$ cat config.mk
export PLATFORM = sky130hd
export DESIGN_NAME = snz_front
export DESIGN_NICKNAME = d
export VERILOG_FILES = /design/src/rtl/core/snz_pkg.sv /design/src/rtl/core/snz_front.sv
export SDC_FILE = /design/constraint.sdc
export NUM_CORES = 1
export LEC_CHECK = 0
export BUFFER_PORTS_ARGS = -buffer_cell sky130_fd_sc_hd__buf_2
export CAP_MARGIN = 20
export CORE_MARGIN = 2
export CORE_UTILIZATION = 47
export DETAILED_ROUTE_END_ITERATION = 7
export PLACE_DENSITY = 0.78
export RECOVER_POWER = 25
export SYNTH_ARGS = -nofsm -noshare
export SYNTH_HDL_FRONTEND = slang
export SYNTH_SLANG_ARGS = --single-unit
export TNS_END_PERCENT = 1
$ cat constraint.sdc
create_clock -name clk -period 9.1 [get_ports clk]
set_clock_uncertainty 0.2 [all_clocks]
set_input_delay 0.455 -clock clk [delete_from_list [all_inputs] [get_ports clk]]
set_output_delay 0.455 -clock clk [all_outputs]
set_load 0.01 [all_outputs]
$ cat src/rtl/core/snz_pkg.sv
// Shared types and constants for the 2-D simplex noise block.
// Used by snz_front, snz_mod, snz_back and simplex_noise_2d_q16_top; no dependencies.
package snz_pkg;

  localparam int WIDTH            = 32;
  localparam int PERM_ENTRIES_DEF = 256;
  localparam int FRAC_BITS_DEF    = 16;

  localparam logic [15:0] SKEW_RST   = 16'd23988;
  localparam logic [15:0] UNSKEW_RST = 16'd13849;
  localparam logic [31:0] GRAD_RST   = 32'hC431FD75;

  localparam logic KIND_SAMPLE = 1'b0;
  localparam logic KIND_LOAD   = 1'b1;

  localparam logic [1:0] CFG_SKEW   = 2'd0;
  localparam logic [1:0] CFG_UNSKEW = 2'd1;
  localparam logic [1:0] CFG_GRAD   = 2'd2;

  typedef struct packed {
    logic                    kind;
    logic signed [WIDTH-1:0] x;
    logic signed [WIDTH-1:0] y;
    logic [7:0]              pidx;
    logic [7:0]              pval;
  } item_t;

  typedef struct packed {
    logic [15:0] skew;
    logic [15:0] unskew;
    logic [31:0] grad;
  } cfg_t;

  // Back-end status seen by the front end.
  typedef struct packed {
    logic pop;
    logic ready;
  } back_stat_t;

endpackage

$ cat src/rtl/core/snz_front.sv
// Front end: accepts items, drops out-of-range loads and queues the rest.
// Depends on snz_pkg.
module snz_front #(
  parameter int PERM_ENTRIES = snz_pkg::PERM_ENTRIES_DEF
) (
  input  logic                clk,
  input  logic                rst,
  input  logic                in_valid,
  output logic                in_ready,
  input  snz_pkg::item_t      in_item,
  output logic                q_valid,
  output snz_pkg::item_t      q_item,
  input  snz_pkg::back_stat_t stat
);

  localparam int DEPTH = 4;
  localparam int PW    = 2;

  snz_pkg::item_t fifo [DEPTH];
  logic [PW-1:0]  wr_ptr;
  logic [PW-1:0]  rd_ptr;
  logic [PW:0]    count;
  logic           keep;
  logic           push;

  // A load outside the table is consumed here and never reaches the back end.
  assign keep     = (in_item.kind == snz_pkg::KIND_SAMPLE) ||
                    ({24'd0, in_item.pidx} < 32'(PERM_ENTRIES));
  assign in_ready = (count != (PW+1)'(DEPTH)) && stat.ready;
  assign push     = in_valid && in_ready && keep;
  assign q_valid  = (count != '0);
  assign q_item   = fifo[rd_ptr];

  always_ff @(posedge clk) begin
    if (rst) begin
      wr_ptr <= '0;
      rd_ptr <= '0;
      count  <= '0;
    end else begin
      if (push) wr_ptr <= wr_ptr + 1'b1;
      if (stat.pop) rd_ptr <= rd_ptr + 1'b1;
      if (push && !stat.pop) count <= count + 1'b1;
      else if (!push && stat.pop) count <= count - 1'b1;
    end
  end

  always_ff @(posedge clk) begin
    if (push) fifo[wr_ptr] <= in_item;
  end

endmodule

==> impl_metrics.json <==
{
  "initial_core_util": 0.4734,
  "cts-root-buf": "clkbuf_16",
  "synth-edff-count": 324,
  "cts_buffers": 34,
  "rr_worst_depth": 4,
  "core_area_sq_mm": 0.02584,
  "ctsResizeCount": 0,
  "vias_per_cell": 5.259,
  "rsz0062_at_grt": "no",
  "io_pins": 169,
  "cts_setup_buffers": 0,
  "syn_avg_cell_area_sq_um": 25.91,
  "crit_chain": "buf_4 > mux4_2 > buf_2",
  "dr.first_iter.drc_count": 419,
  "first_global_vias": 6255,
  "tightest_slew_ns": 0.8960,
  "holdPathStages": 2,
  "slew_headroom": 0.4027,
  "antenna_found_initial": 1,
  "finalCritPeriodShare": 0.4031,
  "intPower_mw": 2.718,
  "die_height_microns": 165.3,
  "syn-cell-area_sq_mm": 0.01223,
  "worstSetupStartpointType": "flip-flop",
  "io_buffers": 168,
  "ctsHoldBuffers": 81,
  "rows": 59,
  "clkTransAtPathRegs_ns": 0.06,
  "drv_cap": 0,
  "drive_gt1_frac": 0.3455,
  "synth_nets": 564,
  "status": "finished, final reports clean",
  "drv_slew": 0,
  "crit_path_max_fanout": 46,
  "seq_power_share": 0.511,
  "crit_arrival_ns": 3.01,
  "cts_tree": "done",
  "synth.distinct_cells": 23,
  "syn_inst": 472,
  "hpwlAfterDp_microns": 12990,
  "hold_path_class": "in -> reg",
  "remaining_drc_errors": 0,
  "fin_setup_tns_ns": 0,
  "slowest_delay_ns": 0.85,
  "grt.overflow.total": 0,
  "firstDrtPassIters": 4,
  "path_depth": 3,
  "antenna_left": 0,
  "routedWlPerCell_microns": 20.80,
  "ys.warnings.count": 0,
  "cts.sinks": 333,
  "dieArea_sq_mm": 0.02733,
  "finalSetupViolations": 0,
  "synthArstFlopShare": 0,
  "hp-start": "rst",
  "period_needed_ns": 3.669,
  "nNetsFinal": 836,
  "p_total_mw": 3.456,
  "powerDensity_mw_per_mm2": 226.8,
  "switching_share": 0.2134,
  "clock_tree.buffer_depth": 3,
  "rrSetupSlack_ns": 6.32,
  "synthFlopType": "edfxtp_1",
  "ir_drop_v": 0.0001724,
  "grt_max_degree": 56,
  "hold_viol": 0,
  "comb_power_share": 0.089,
  "grt_use_total": 0.1706,
  "end_kind": "output port",
  "synth_seq_cells": 333,
  "gp_congestion": 0.6638,
  "cp_num_buf_inv": 2,
  "syn2layout_area_growth_pct": 24.56,
  "drt-total-wl_microns": 23000,
  "clk_latency_ns": 0.50,
  "num_vias": 5817,
  "h-tree-depth": 2,
  "crit_slowest_cell": "dfxtp_4",
  "r2r_start": "count[0]",
  "leakage_nw": 5.049,
  "clkPwrFrac": 0.400,
  "fmax_ghz": 0.2726,
  "p_sw_uw": 737.5,
  "grt_pass1_wl_microns": 34740,
  "yosysSeqAreaShare": 0.8102,
  "cpLargestDelayFamily": "buffers and inverters",
  "dieWidth_microns": 165.3,
  "nFillCells": 1821,
  "required_ns": 8.45,
  "crit_type": "reg -> out"
}
[Yosys cell counts, types with 2 or more instances]
master,number,area share
mux4_2,81,0.15
nand2_1,2,0.00061
inv_1,4,0.0012
dfxtp_1,9,0.015
edfxtp_1,324,0.80
nor2_1,8,0.0025
clkbuf_1,2,0.00061
and2_1,4,0.0020
buf_12,8,0.013
mux2i_1,2,0.0016
buf_2,8,0.0033
ha_1,5,0.0051
nand2b_1,2,0.0010
xor2_1,3,0.0021
or3_1,2,0.0010
[sequential cells by signal, indices dropped and copies added (netlist names), named ones only]
| signal | flops |
|---|---|
| count | 3 |
| fifo | 324 |
| rd_ptr | 2 |
| wr_ptr | 2 |
[layout make-up]
| cell class | instances | area [sq um] | area share |
|---|---|---|---|
| Sequential cell | 333 | 9917 | 0.6510 |
| Multi-Input combinational cell | 116 | 2097 | 0.1376 |
| Timing Repair Buffer | 255 | 1657 | 0.1087 |
| Clock buffer | 42 | 944.7 | 0.06201 |
| Tap cell | 335 | 419.2 | 0.02751 |
| Clock inverter | 20 | 182.7 | 0.01199 |
| Inverter | 4 | 15.01 | 0.0009855 |
| Antenna cell | 1 | 2.502 | 0.0001643 |
[through the flow]
step           hold WS, ns  area, sq um    util  worst slack [ns]  std cells
2_1_floorplan       0.2820        12230       -             5.792        472
3_3_place_gp        0.2921        13330  0.5158             5.862        961
3_5_place_dp        0.3175        13350  0.5169             5.837        962
4_1_cts            0.02600        15290  0.5919             5.277       1105
5_1_grt            0.05342        15230  0.5896             5.133       1106
6_report           0.05251        15230  0.5896             5.431       1106
[worst register-to-register path: cells and delay by family, from the launching register on]
family	cells	cell delay, ns
AND/OR/NAND/NOR	2	0.63
AO/OA/AOI/OAI	1	0.37
buffers and inverters	1	0.70
flip-flops	1	0.41
[layer usage]
metal	vias to the layer above	track usage	wire (microns)
met5	-	0	0
met4	0	0.05564	517
met3	39	0.03347	1088
met2	173	0.2989	11880
met1	3045	0.2157	9513
li1	2560	-	-
[worst paths after layout]
| check | endpoint |
|---|---|
| worst max register to register | fifo[1][23] |
| worst min register to register | flip-flop |
| worst min-delay path | count[0] |
| worst max-delay path | q_item[29] |
[layout by cell type (no fill, tap or decap), types with 6 or more instances in the layout]
cell	count
mux4_2	81
nor2_1	8
buf_2	120
edfxtp_1	324
clkinv_1	6
clkbuf_16	37
dfxtp_1	7
clkinv_2	6
dlygate4sd3_1	81
clkbuf_1	53
[power by group through the flow]
stage	Combinational, mW	Sequential, mW	Clock, mW
after detailed placement	0.286	1.80	0
after floorplan	0.194	1.78	0
after global routing	0.334	1.77	1.47
after CTS	0.315	1.77	1.41
final	0.308	1.76	1.38
after global placement	0.265	1.80	0
[cell families (layout without fill, tap and decap cells)]
family	count (synthesis)	after routing	synth area share
flip-flops	333	333	0.8102
multiplexers	84	84	0.1517
buffers and inverters	23	321	0.01913
AND/OR/NAND/NOR	18	18	0.007161
adder cells (fa/ha/maj)	6	6	0.006752
AO/OA/AOI/OAI	4	4	0.002148
XOR/XNOR	4	4	0.002865
other	0	1	0
No activity file was read; power rests on OpenSTA's default activity.
